**config.mk**
```make
export PLATFORM = sky130hd
export DESIGN_NAME = script_byte_lexer_unit_flat
export DESIGN_NICKNAME = d
export VERILOG_FILES = /design/src/hdl/sbl_pkg.sv /design/src/hdl/sbl_in_if.sv /design/src/hdl/sbl_out_if.sv /design/src/hdl/sbl_core.sv /design/src/hdl/script_byte_lexer_unit.sv /design/src/flat_wrapper.sv
export SDC_FILE = /design/constraint.sdc
export NUM_CORES = 1
export LEC_CHECK = 0
export BUFFER_PORTS_ARGS = -buffer_cell sky130_fd_sc_hd__buf_2
export CORE_ASPECT_RATIO = 1.5
export CORE_UTILIZATION = 60
export CTS_CLUSTER_DIAMETER = 50
export DETAILED_ROUTE_END_ITERATION = 10
export PLACE_DENSITY = 0.78
export RECOVER_POWER = 25
export SYNTH_ARGS = -nofsm -noshare
export SYNTH_HDL_FRONTEND = slang
export SYNTH_SLANG_ARGS = --single-unit
```
**constraint.sdc**
```tcl
create_clock -name clk -period 39.3 [get_ports clk]
set_input_delay 5.895 -clock clk [delete_from_list [all_inputs] [get_ports clk]]
set_output_delay 5.895 -clock clk [all_outputs]
set_load 0.02 [all_outputs]
```
**src/hdl/sbl_pkg.sv**
```systemverilog
// Shared types, codes and character helpers for the script byte lexer.
package sbl_pkg;

  localparam int MaxIdentLen = 63;
  localparam int CntW        = $clog2(MaxIdentLen + 1);

  typedef enum logic [3:0] {
    M_IDLE, M_COMMENT, M_SYM, M_IDENT, M_ZERO, M_DEC, M_OCT,
    M_HEXSTART, M_HEX, M_STR, M_STRESC, M_STRHEX1, M_STRHEX2
  } mode_t;

  localparam logic [1:0] RK_TOKEN = 2'd0;
  localparam logic [1:0] RK_SBYTE = 2'd1;
  localparam logic [1:0] RK_IBYTE = 2'd2;
  localparam logic [1:0] RK_ERROR = 2'd3;

  localparam logic [4:0] TK_END    = 5'd0;
  localparam logic [4:0] TK_IDENT  = 5'd18;
  localparam logic [4:0] TK_INT    = 5'd19;
  localparam logic [4:0] TK_STRING = 5'd20;
  localparam logic [4:0] TK_AND2   = 5'd21;
  localparam logic [4:0] TK_OR2    = 5'd22;
  localparam logic [4:0] TK_NE     = 5'd23;
  localparam logic [4:0] TK_EQ     = 5'd24;
  localparam logic [4:0] TK_LE     = 5'd25;
  localparam logic [4:0] TK_GE     = 5'd26;
  localparam logic [4:0] TK_KW0    = 5'd27;

  localparam logic [2:0] ER_NONE    = 3'd0;
  localparam logic [2:0] ER_UNTERM  = 3'd1;
  localparam logic [2:0] ER_ESCAPE  = 3'd2;
  localparam logic [2:0] ER_LONG    = 3'd3;
  localparam logic [2:0] ER_HEX     = 3'd4;
  localparam logic [2:0] ER_UNKNOWN = 3'd5;

  typedef struct packed {
    logic [1:0]        kind;
    logic [4:0]        tok;
    logic signed [31:0] ival;
    logic [7:0]        ch;
    logic [5:0]        len;
    logic [2:0]        err;
    logic              last;
  } res_t;

  function automatic res_t mk_res(logic [1:0] kind, logic [4:0] tok, logic [31:0] ival,
                                  logic [7:0] ch, logic [5:0] len, logic [2:0] err);
    res_t r;
    r.kind = kind; r.tok = tok; r.ival = ival; r.ch = ch;
    r.len = len; r.err = err; r.last = 1'b0;
    return r;
  endfunction

  function automatic logic is_space(logic [7:0] b);
    return b == 8'd32 || (b >= 8'd9 && b <= 8'd13);
  endfunction

  function automatic logic is_alpha(logic [7:0] b);
    return (b >= "a" && b <= "z") || (b >= "A" && b <= "Z");
  endfunction

  function automatic logic is_digit(logic [7:0] b);
    return b >= "0" && b <= "9";
  endfunction

  // 16 means not a hex digit
  function automatic logic [4:0] hex_val(logic [7:0] b);
    logic [7:0] t;
    t = 8'd16;
    if (is_digit(b)) t = b - "0";
    else if (b >= "a" && b <= "f") t = b - "a" + 8'd10;
    else if (b >= "A" && b <= "F") t = b - "A" + 8'd10;
    return t[4:0];
  endfunction

  function automatic logic [4:0] single_tok(logic [7:0] b);
    logic [4:0] t;
    case (b)
      "+": t = 5'd1;   "-": t = 5'd2;   "*": t = 5'd3;   "/": t = 5'd4;
      "^": t = 5'd5;   "~": t = 5'd6;   ";": t = 5'd7;   "%": t = 5'd8;
      "(": t = 5'd9;   ")": t = 5'd10;  ",": t = 5'd11;  "&": t = 5'd12;
      "|": t = 5'd13;  "<": t = 5'd14;  ">": t = 5'd15;  "=": t = 5'd16;
      "!": t = 5'd17;
      default: t = TK_END;
    endcase
    return t;
  endfunction

  function automatic logic [4:0] pair_tok(logic [7:0] a, logic [7:0] b);
    logic [4:0] t;
    t = TK_END;
    if (a == "&" && b == "&") t = TK_AND2;
    else if (a == "|" && b == "|") t = TK_OR2;
    else if (b == "=") begin
      if (a == "!") t = TK_NE;
      else if (a == "=") t = TK_EQ;
      else if (a == "<") t = TK_LE;
      else if (a == ">") t = TK_GE;
    end
    return t;
  endfunction

  localparam logic [CntW-1:0] KwLen [3] = '{CntW'(7), CntW'(4), CntW'(5)};

  // keyword text: declare, true, false
  function automatic logic [7:0] kw_char(int k, logic [2:0] i);
    logic [7:0] c;
    c = 8'd0;
    case (k)
      0: case (i)
        3'd0: c = "d"; 3'd1: c = "e"; 3'd2: c = "c"; 3'd3: c = "l";
        3'd4: c = "a"; 3'd5: c = "r"; 3'd6: c = "e"; default: c = 8'd0;
      endcase
      1: case (i)
        3'd0: c = "t"; 3'd1: c = "r"; 3'd2: c = "u"; 3'd3: c = "e";
        default: c = 8'd0;
      endcase
      default: case (i)
        3'd0: c = "f"; 3'd1: c = "a"; 3'd2: c = "l"; 3'd3: c = "s";
        3'd4: c = "e"; default: c = 8'd0;
      endcase
    endcase
    return c;
  endfunction

endpackage

```
**src/hdl/sbl_in_if.sv**
```systemverilog
// Input channel: source byte plus end-of-text mark.
interface sbl_in_if;
  logic       valid;
  logic       ready;
  logic [7:0] src_byte;
  logic       end_mark;
  modport source (output valid, src_byte, end_mark, input ready);
  modport sink (input valid, src_byte, end_mark, output ready);
endinterface

```
**src/hdl/sbl_out_if.sv**
```systemverilog
// Result channel: one token, byte or error per item.
interface sbl_out_if;
  logic               valid;
  logic               ready;
  logic [1:0]         result_kind;
  logic [4:0]         token_kind;
  logic signed [31:0] int_value;
  logic [7:0]         char_value;
  logic [5:0]         ident_length;
  logic [2:0]         error_code;
  logic               last_of_run;
  modport source (output valid, result_kind, token_kind, int_value, char_value,
                  ident_length, error_code, last_of_run, input ready);
  modport sink (input valid, result_kind, token_kind, int_value, char_value,
                ident_length, error_code, last_of_run, output ready);
endinterface

```
**src/hdl/sbl_core.sv**
```systemverilog
// Lexer state registers and the per-byte next-state and result logic.
module sbl_core
  import sbl_pkg::*;
(
  input  logic       clk,
  input  logic       rst_n,
  input  logic       fire,
  input  logic [7:0] b,
  input  logic       endm,
  output logic [1:0] n_res,
  output res_t       res0,
  output res_t       res1
);

  mode_t           mode_r, mode_nxt;
  logic [31:0]     acc_r, acc_nxt;
  logic [CntW-1:0] cnt_r, cnt_nxt;
  logic [2:0]      kwc_r, kwc_nxt;
  logic [7:0]      pend_r, pend_nxt;
  logic [3:0]      nib_r, nib_nxt;
  logic            err_r, err_nxt;

  res_t       rr [2];
  logic [1:0] n;
  logic       do_fin, do_add;
  logic [4:0] h, t;
  logic [7:0] c, hx;

  // one step of the lexer, in model order: mode logic, finish, start, add
  always_comb begin
    mode_nxt = mode_r; acc_nxt = acc_r; cnt_nxt = cnt_r; kwc_nxt = kwc_r;
    pend_nxt = pend_r; nib_nxt = nib_r; err_nxt = err_r;
    rr[0] = '0; rr[1] = '0; n = 2'd0;
    do_fin = 1'b0; do_add = 1'b0;
    h = hex_val(b); t = TK_END; c = b; hx = {nib_r, h[3:0]};

    if (endm) begin
      do_fin = !err_r;
    end else if (!err_r) begin
      case (mode_r)
        M_COMMENT: if (b == 8'd13 || b == 8'd10) mode_nxt = M_IDLE;
        M_SYM: begin
          t = pair_tok(pend_r, b);
          if (pend_r == "/" && b == "/") mode_nxt = M_COMMENT;
          else if (t != TK_END) begin
            rr[n[0]] = mk_res(RK_TOKEN, t, '0, '0, '0, ER_NONE); n = n + 2'd1;
            mode_nxt = M_IDLE;
          end else do_fin = 1'b1;
        end
        M_IDENT: begin
          if (b == "_" || is_alpha(b) || is_digit(b)) do_add = 1'b1;
          else do_fin = 1'b1;
        end
        M_ZERO: begin
          if (b == "x") begin
            acc_nxt = '0; mode_nxt = M_HEXSTART;
          end else if (b >= "0" && b <= "7") begin
            acc_nxt = {29'd0, b[2:0]}; mode_nxt = M_OCT;
          end else do_fin = 1'b1;
        end
        M_OCT: begin
          if (b >= "0" && b <= "7") acc_nxt = {acc_r[28:0], b[2:0]};
          else do_fin = 1'b1;
        end
        M_DEC: begin
          if (is_digit(b)) acc_nxt = (acc_r << 3) + (acc_r << 1) + {28'd0, b[3:0]};
          else do_fin = 1'b1;
        end
        M_HEXSTART: begin
          if (h[4]) begin
            rr[n[0]] = mk_res(RK_ERROR, TK_END, '0, '0, '0, ER_HEX); n = n + 2'd1;
            err_nxt = 1'b1; mode_nxt = M_IDLE;
          end else begin
            acc_nxt = {28'd0, h[3:0]}; mode_nxt = M_HEX;
          end
        end
        M_HEX: begin
          if (!h[4]) acc_nxt = {acc_r[27:0], h[3:0]};
          else do_fin = 1'b1;
        end
        M_STR: begin
          if (b == "\"") begin
            rr[n[0]] = mk_res(RK_TOKEN, TK_STRING, '0, '0, '0, ER_NONE); n = n + 2'd1;
            mode_nxt = M_IDLE;
          end else if (b == 8'd13 || b == 8'd10) begin
            rr[n[0]] = mk_res(RK_ERROR, TK_END, '0, '0, '0, ER_UNTERM); n = n + 2'd1;
            err_nxt = 1'b1; mode_nxt = M_IDLE;
          end else if (b == "\\") mode_nxt = M_STRESC;
          else begin
            rr[n[0]] = mk_res(RK_SBYTE, TK_END, '0, b, '0, ER_NONE); n = n + 2'd1;
          end
        end
        M_STRESC: begin
          case (b)
            "a": c = 8'd7;  "b": c = 8'd8;  "f": c = 8'd12; "n": c = 8'd10;
            "r": c = 8'd13; "t": c = 8'd9;  "v": c = 8'd11;
            default: c = b;
          endcase
          if (b == "x") mode_nxt = M_STRHEX1;
          else if (c == 8'd0) begin
            rr[n[0]] = mk_res(RK_ERROR, TK_END, '0, '0, '0, ER_ESCAPE); n = n + 2'd1;
            err_nxt = 1'b1; mode_nxt = M_IDLE;
          end else begin
            rr[n[0]] = mk_res(RK_SBYTE, TK_END, '0, c, '0, ER_NONE); n = n + 2'd1;
            mode_nxt = M_STR;
          end
        end
        M_STRHEX1: begin
          if (h[4]) begin
            rr[n[0]] = mk_res(RK_ERROR, TK_END, '0, '0, '0, ER_ESCAPE); n = n + 2'd1;
            err_nxt = 1'b1; mode_nxt = M_IDLE;
          end else begin
            nib_nxt = h[3:0]; mode_nxt = M_STRHEX2;
          end
        end
        M_STRHEX2: begin
          if (h[4] || hx == 8'd0) begin
            rr[n[0]] = mk_res(RK_ERROR, TK_END, '0, '0, '0, ER_ESCAPE); n = n + 2'd1;
            err_nxt = 1'b1; mode_nxt = M_IDLE;
          end else begin
            rr[n[0]] = mk_res(RK_SBYTE, TK_END, '0, hx, '0, ER_NONE); n = n + 2'd1;
            mode_nxt = M_STR;
          end
        end
        default: begin
          mode_nxt = M_IDLE; do_fin = 1'b1;
        end
      endcase
    end

    // flush whatever token the mode holds
    if (do_fin) begin
      case (mode_nxt)
        M_SYM: begin
          rr[n[0]] = mk_res(RK_TOKEN, single_tok(pend_r), '0, '0, '0, ER_NONE);
          n = n + 2'd1;
        end
        M_IDENT: begin
          t = TK_IDENT;
          for (int k = 0; k < 3; k++)
            if (kwc_r[k] && cnt_r == KwLen[k]) t = TK_KW0 + 5'(k);
          rr[n[0]] = mk_res(RK_TOKEN, t, '0, '0, cnt_r[5:0], ER_NONE); n = n + 2'd1;
        end
        M_ZERO, M_DEC, M_OCT, M_HEX: begin
          rr[n[0]] = mk_res(RK_TOKEN, TK_INT, acc_nxt, '0, '0, ER_NONE); n = n + 2'd1;
        end
        M_HEXSTART: begin
          rr[n[0]] = mk_res(RK_ERROR, TK_END, '0, '0, '0, ER_HEX); n = n + 2'd1;
          err_nxt = 1'b1;
        end
        M_STR: begin
          rr[n[0]] = mk_res(RK_ERROR, TK_END, '0, '0, '0, ER_UNTERM); n = n + 2'd1;
          err_nxt = 1'b1;
        end
        M_STRESC, M_STRHEX1, M_STRHEX2: begin
          rr[n[0]] = mk_res(RK_ERROR, TK_END, '0, '0, '0, ER_ESCAPE); n = n + 2'd1;
          err_nxt = 1'b1;
        end
        default: ;
      endcase
      mode_nxt = M_IDLE;

      // lex the same byte as the start of a new token
      if (!endm && !err_nxt && !is_space(b)) begin
        if (b == "\"") mode_nxt = M_STR;
        else if (b == "_" || is_alpha(b)) begin
          mode_nxt = M_IDENT; cnt_nxt = '0; kwc_nxt = 3'b111; do_add = 1'b1;
        end else if (is_digit(b)) begin
          acc_nxt = {28'd0, b[3:0]};
          mode_nxt = (b == "0") ? M_ZERO : M_DEC;
        end else if (b == "/" || b == "&" || b == "|" || b == "!" || b == "="
                     || b == "<" || b == ">") begin
          pend_nxt = b; mode_nxt = M_SYM;
        end else if (single_tok(b) != TK_END) begin
          rr[n[0]] = mk_res(RK_TOKEN, single_tok(b), '0, '0, '0, ER_NONE); n = n + 2'd1;
        end else begin
          rr[n[0]] = mk_res(RK_ERROR, TK_END, '0, '0, '0, ER_UNKNOWN); n = n + 2'd1;
          err_nxt = 1'b1;
        end
      end
    end

    // append one identifier byte
    if (do_add) begin
      if (cnt_nxt >= CntW'(MaxIdentLen)) begin
        rr[n[0]] = mk_res(RK_ERROR, TK_END, '0, '0, '0, ER_LONG); n = n + 2'd1;
        err_nxt = 1'b1; mode_nxt = M_IDLE;
      end else begin
        for (int k = 0; k < 3; k++)
          if (cnt_nxt >= KwLen[k] || kw_char(k, cnt_nxt[2:0]) != b) kwc_nxt[k] = 1'b0;
        cnt_nxt = cnt_nxt + 1'b1;
        rr[n[0]] = mk_res(RK_IBYTE, TK_END, '0, b, '0, ER_NONE); n = n + 2'd1;
      end
    end

    // end of text: end token and back to reset state
    if (endm) begin
      rr[n[0]] = mk_res(RK_TOKEN, TK_END, '0, '0, '0, ER_NONE); n = n + 2'd1;
      mode_nxt = M_IDLE; acc_nxt = '0; cnt_nxt = '0; kwc_nxt = 3'b111;
      pend_nxt = '0; nib_nxt = '0; err_nxt = 1'b0;
    end

    if (n == 2'd1) rr[0].last = 1'b1;
    if (n == 2'd2) rr[1].last = 1'b1;
  end

  assign n_res = n;
  assign res0  = rr[0];
  assign res1  = rr[1];

  // state registers
  always_ff @(posedge clk) begin
    if (!rst_n) begin
      mode_r <= M_IDLE; acc_r <= '0; cnt_r <= '0; kwc_r <= 3'b111;
      pend_r <= '0; nib_r <= '0; err_r <= 1'b0;
    end else if (fire) begin
      mode_r <= mode_nxt; acc_r <= acc_nxt; cnt_r <= cnt_nxt; kwc_r <= kwc_nxt;
      pend_r <= pend_nxt; nib_r <= nib_nxt; err_r <= err_nxt;
    end
  end

endmodule

```
**src/hdl/script_byte_lexer_unit.sv**
```systemverilog
// Script byte lexer top level: lexer core plus a four-entry result queue.
//
// Usage: source bytes enter on in_ch (src_byte, end_mark) with valid/ready;
// an item is taken when both are high. Each item gives zero, one or two
// results on out_ch, in order, the last one of an item flagged last_of_run.
// end_mark flushes the pending token, sends the end token and returns the
// lexer to its reset state.
// Results are registered in the queue when their item is taken.
// Throughput: one byte per cycle while the queue holds at most two results;
// in_ch.ready drops when fewer than two queue slots are free, so an item
// that makes two results while the receiver drains one per cycle slows
// the input.
// Reset (rst_n low, synchronous) empties the queue and puts the lexer in
// its idle state between tokens.
// A stalled receiver holds the head result steady; input stops once the
// queue cannot take two more results.
module script_byte_lexer_unit
  import sbl_pkg::*;
(
  input logic     clk,
  input logic     rst_n,
  sbl_in_if.sink  in_ch,
  sbl_out_if.source out_ch
);

  logic       fire;
  logic [1:0] n_res;
  res_t       res0, res1;
  res_t       q_r [4];
  logic [1:0] wp_r, rp_r;
  logic [2:0] cnt_r;
  logic       pop;

  assign in_ch.ready = cnt_r <= 3'd2;
  assign fire = in_ch.valid && in_ch.ready;
  assign pop  = out_ch.valid && out_ch.ready;

  sbl_core u_core (
    .clk   (clk),
    .rst_n (rst_n),
    .fire  (fire),
    .b     (in_ch.src_byte),
    .endm  (in_ch.end_mark),
    .n_res (n_res),
    .res0  (res0),
    .res1  (res1)
  );

  // result queue storage
  always_ff @(posedge clk) begin
    if (fire && n_res != 2'd0) q_r[wp_r] <= res0;
    if (fire && n_res == 2'd2) q_r[wp_r + 2'd1] <= res1;
  end

  // queue pointers and fill count
  always_ff @(posedge clk) begin
    if (!rst_n) begin
      wp_r <= '0; rp_r <= '0; cnt_r <= '0;
    end else begin
      if (fire) wp_r <= wp_r + n_res;
      if (pop) rp_r <= rp_r + 2'd1;
      cnt_r <= cnt_r + (fire ? {1'b0, n_res} : 3'd0) - {2'd0, pop};
    end
  end

  assign out_ch.valid        = cnt_r != 3'd0;
  assign out_ch.result_kind  = q_r[rp_r].kind;
  assign out_ch.token_kind   = q_r[rp_r].tok;
  assign out_ch.int_value    = q_r[rp_r].ival;
  assign out_ch.char_value   = q_r[rp_r].ch;
  assign out_ch.ident_length = q_r[rp_r].len;
  assign out_ch.error_code   = q_r[rp_r].err;
  assign out_ch.last_of_run  = q_r[rp_r].last;

endmodule

```
**src/flat_wrapper.sv**
```systemverilog
// flat-port wrapper written by rule: the top's interface ports become plain ports
module script_byte_lexer_unit_flat import sbl_pkg::*;
  (clk, rst_n, in_ch_valid, in_ch_src_byte, in_ch_end_mark, in_ch_ready, out_ch_valid, out_ch_result_kind, out_ch_token_kind, out_ch_int_value, out_ch_char_value, out_ch_ident_length, out_ch_error_code, out_ch_last_of_run, out_ch_ready);
  sbl_in_if in_ch_i ();
  sbl_out_if out_ch_i ();
  input logic clk;
  input logic rst_n;
  input wire logic [$bits(in_ch_i.valid)-1:0] in_ch_valid;
  input wire logic [$bits(in_ch_i.src_byte)-1:0] in_ch_src_byte;
  input wire logic [$bits(in_ch_i.end_mark)-1:0] in_ch_end_mark;
  output wire logic [$bits(in_ch_i.ready)-1:0] in_ch_ready;
  output wire logic [$bits(out_ch_i.valid)-1:0] out_ch_valid;
  output wire logic [$bits(out_ch_i.result_kind)-1:0] out_ch_result_kind;
  output wire logic [$bits(out_ch_i.token_kind)-1:0] out_ch_token_kind;
  output wire logic [$bits(out_ch_i.int_value)-1:0] out_ch_int_value;
  output wire logic [$bits(out_ch_i.char_value)-1:0] out_ch_char_value;
  output wire logic [$bits(out_ch_i.ident_length)-1:0] out_ch_ident_length;
  output wire logic [$bits(out_ch_i.error_code)-1:0] out_ch_error_code;
  output wire logic [$bits(out_ch_i.last_of_run)-1:0] out_ch_last_of_run;
  input wire logic [$bits(out_ch_i.ready)-1:0] out_ch_ready;
  assign in_ch_i.valid = in_ch_valid;
  assign in_ch_i.src_byte = in_ch_src_byte;
  assign in_ch_i.end_mark = in_ch_end_mark;
  assign in_ch_ready = in_ch_i.ready;
  assign out_ch_valid = out_ch_i.valid;
  assign out_ch_result_kind = out_ch_i.result_kind;
  assign out_ch_token_kind = out_ch_i.token_kind;
  assign out_ch_int_value = out_ch_i.int_value;
  assign out_ch_char_value = out_ch_i.char_value;
  assign out_ch_ident_length = out_ch_i.ident_length;
  assign out_ch_error_code = out_ch_i.error_code;
  assign out_ch_last_of_run = out_ch_i.last_of_run;
  assign out_ch_i.ready = out_ch_ready;
  script_byte_lexer_unit u_core (.clk(clk), .rst_n(rst_n), .in_ch(in_ch_i), .out_ch(out_ch_i));
endmodule
```
==> results.yml <==
worst_setup_path:
  critPathSlowestCell: "o311ai_0"
  slowest_delay_ns: 1.27
  critPathMaxFanout: 26
  r2r_slack_ns: 31.89
  path_buf_inv: 5
  cp_top_family: "compound AO/OA/AOI/OAI gates"
  start_kind: "primary input"
  timing.rr.start: "u_core.u_core.pend_r[4]"
  r2r_cells: 21
  worstSetupEndpointType: "flip-flop"
  worstPathArrival_ns: 15.00
  required_ns: 39.77
  cp_cell_sequence: "clkbuf_1 -> inv_1 -> ha_1 -> o21bai_1 -> a41oi_1 -> o311ai_0 -> o311ai_0 -> o31ai_1 -> a21boi_0 -> ha_1 -> inv_1 -> a21o_1 -> a21oi_1 -> clkbuf_1 -> nor2_1 -> xnor2_1 -> and2_1 -> ha_1 -> inv_1 -> fa_1 -> xor2_1 -> xnor2_1 -> and2_1"
  critPathKind: "in2reg"
  r2r_end: "u_core.cnt_r[2]"
placement:
  gp_congestion: 1.00
  placed_area_um2: 20000
  post-dp-hpwl_um: 38500
  place_ws_ns: 25.94
  io_buffers: 71
logic_synthesis:
  post-synth-top-count-cell: "edfxtp_1"
  synth_edf_count: 228
  yosys.area.top_type: "edfxtp_1"
  synth_top_area_share_pct: 35.3
  synth_cell_types: 99
  ys.flop_type: "edfxtp_1"
  yosys_warnings: 0
  avgSynthCellArea_um2: 9.62
  synth_cells: 2015
  ys_seq_area_share_pct: 42.2
  synthesis.nets: 2106
  yosys-top-cells-count: "228 x edfxtp_1, 219 x nor2_1, 198 x nand2_1, 128 x o21ai_0, 123 x a21oi_1"
  ys_async_sr_fraction_pct: 0
  syn_area_um2: 19400
  synth_area_leaders: "edfxtp_1 35%, dfxtp_1 6.9%, mux4_2 6.6%"
  synth-seq-cells: 295
clocking:
  ctsHoldBuffers: 0
  cts_max_level: 1
  clock-root-buffer: "clkbuf_16"
  path_clk_slew_ns: 0.08
  cts_tree: "done"
  clock_sinks: 295
  cts_buffer_depth: 3
  cts_made_buffers: 30
  insertion_delay_ns: 0.59
  cts_resized: 0
  cts_setup_buffers: 0
global_route:
  grt_pass1_wl_um: 88700
  grt-ovfl-total: 0
  grt_max_degree: 70
  grt_pass1_vias: 16200
  gr-usage-all-layers_pct: 34.5
  antenna_found_initial: 0
layout:
  seqCellArea_um2: 8190
  n_antenna_cell: 0
  multi_input_area_um2: 10500
  num-fill-cells: 2476
  nNetsFinal: 2100
  drive_gt1_share_pct: 11.3
  syn_to_final_growth_pct: 8.44
  final_area_um2: 21000
sta:
  drv_slew: 128
  period_needed_ns: 14.52
  whs_ns: 0.507
  timing.final.ws_setup_ns: 24.78
  fin_crit_sh_pct: 37.0
  setup_tns_ns: 0
  finalHoldViolations: 0
  rsz0062_at_grt: "no"
  finalSetupViolations: 0
  finalClockSkew_ns: 0.0212
  relSlewSlack_pct: -133
  fmax_mhz: 68.9
  worst_slew_pin_slew_ns: 3.50
outcome:
  failed_checks: "max-capacitance violations, max-slew violations"
  status: "complete, but fails checks"
routing:
  routed_wl_um: 57200
  drtIter0Drc: 1758
  ant_nets: 0
  viasPerCell: 6.85
  drt_pre_antenna_iters: 6
  vias: 16700
  wire_per_inst_um: 23.4
  drc: 0
worst_hold_path:
  holdCritStartpoint: "u_core.u_core.acc_r[29]"
  holdPathEnd: "u_core.u_core.acc_r[29]"
  hp-class: "reg2reg"
  hold_path_depth: 2
power_and_ir_drop:
  power_leakage_nw: 7.69
  power_uw: 933
  vdd_drop_max_uv: 31.4
  power.density_nw_per_um2: 44.4
floorplan:
  core_um2: 31800
  die_h_um: 222
  boundaryPins: 72
  die_area_um2: 33000
  num_rows: 80
  initial_utilization_pct: 60.9
  die_w_um: 149
run:
  max-cap-violations: 2
==> worst min-delay path: cells and delay by family, from the launching register on <==
kind / cells / cell delay [ns]
compound gates: 1 / 0.07
flops: 1 / 0.33
simple gates: 1 / 0.06
==> where the power goes <==
group	internal, mW	switching [mW]
clock network	0.176	0.135
logic	0.0853	0.150
registers	0.370	0.0158
total	0.632	0.301
==> state kept, by name, summed over array words and instances (netlist names), named ones only <==
name                  flops
u_core.u_core.acc_r      32
u_core.u_core.pend_r      8
u_core.u_core.nib_r       4
u_core.u_core.cnt_r       6
u_core.u_core.err_r       1
u_core.cnt_r              3
u_core.q_r              228
u_core.rp_r               2
u_core.wp_r               2
u_core.u_core.mode_r      4
u_core.u_core.kwc_r       3
==> stage by stage <==
stage	cells	utilization [%]
after floorplan	2015	-
after global placement	2387	62.9
after detailed placement	2387	62.9
after CTS	2443	66.4
after global routing	2443	66.0
final	2443	66.0
==> layout by cell type, fill, tap and decap left out, types with 14 or more instances in the layout <==
master,synthesis,final
nand2b_1,17,17
mux4_2,57,57
and2_1,37,20
edfxtp_1,228,228
a21oi_1,123,121
mux2i_1,23,23
dfxtp_1,67,65
a21o_1,22,22
inv_1,45,45
a31o_2,16,16
and2_0,2,19
ha_1,75,75
a31oi_1,14,14
clkbuf_16,0,30
nor2b_1,46,46
o21ai_0,128,129
mux2_2,19,19
nand2_1,198,197
a211oi_1,14,14
a22oi_1,42,42
nor4_1,14,14
clkbuf_1,109,66
buf_4,0,28
xnor2_1,25,25
nand3_1,68,68
nor2_1,219,219
a221oi_1,16,16
nor3_1,72,71
and3_1,43,43
==> routing by layer <==
metal,vias to the layer above,part of all wire [%],track usage [%]
li1,7583,-,-
met4,0,3.4,12.9
met3,136,8.2,3.31
met5,-,0,0
met2,964,50,58.3
met1,8043,39,45.7
==> kinds of logic (layout without fill, tap and decap cells) <==
logic type | after synthesis | in the layout | synth area share [%]
simple gates | 791 | 791 | 19.9
compound gates | 523 | 523 | 18.1
flops | 295 | 295 | 42.2
buf+inv | 191 | 209 | 3.82
mux | 99 | 99 | 8.91
fa+ha+maj | 78 | 78 | 5.15
xor+xnor | 38 | 38 | 1.79
==> final cells by class <==
cell class	instances	area share, %
Multi-Input combinational cell	1529	50.1
Sequential cell	295	39.0
Clock buffer	36	3.96
Timing Repair Buffer	106	2.46
Tap cell	410	2.44
Clock inverter	20	1.26
Inverter	47	0.839
==> worst max-delay path by stage <==
stage | slack (ns) | end | start | depth (start not counted)
4_1_cts | 26.56 | u_core.q_r[3][11] | in_ch_src_byte[1] | 17
3_5_place_dp | 25.94 | u_core.q_r[3][31] | in_ch_src_byte[0] | 17
5_1_grt | 24.23 | u_core.cnt_r[2] | in_ch_src_byte[1] | 23
3_3_place_gp | 26.15 | u_core.q_r[3][38] | in_ch_src_byte[0] | 17
2_1_floorplan | 21.92 | u_core.q_r[0][0] | in_ch_src_byte[0] | 21
6_report | 24.78 | u_core.cnt_r[2] | in_ch_src_byte[1] | 23
Note: power is estimated with default switching activity, not from simulation.
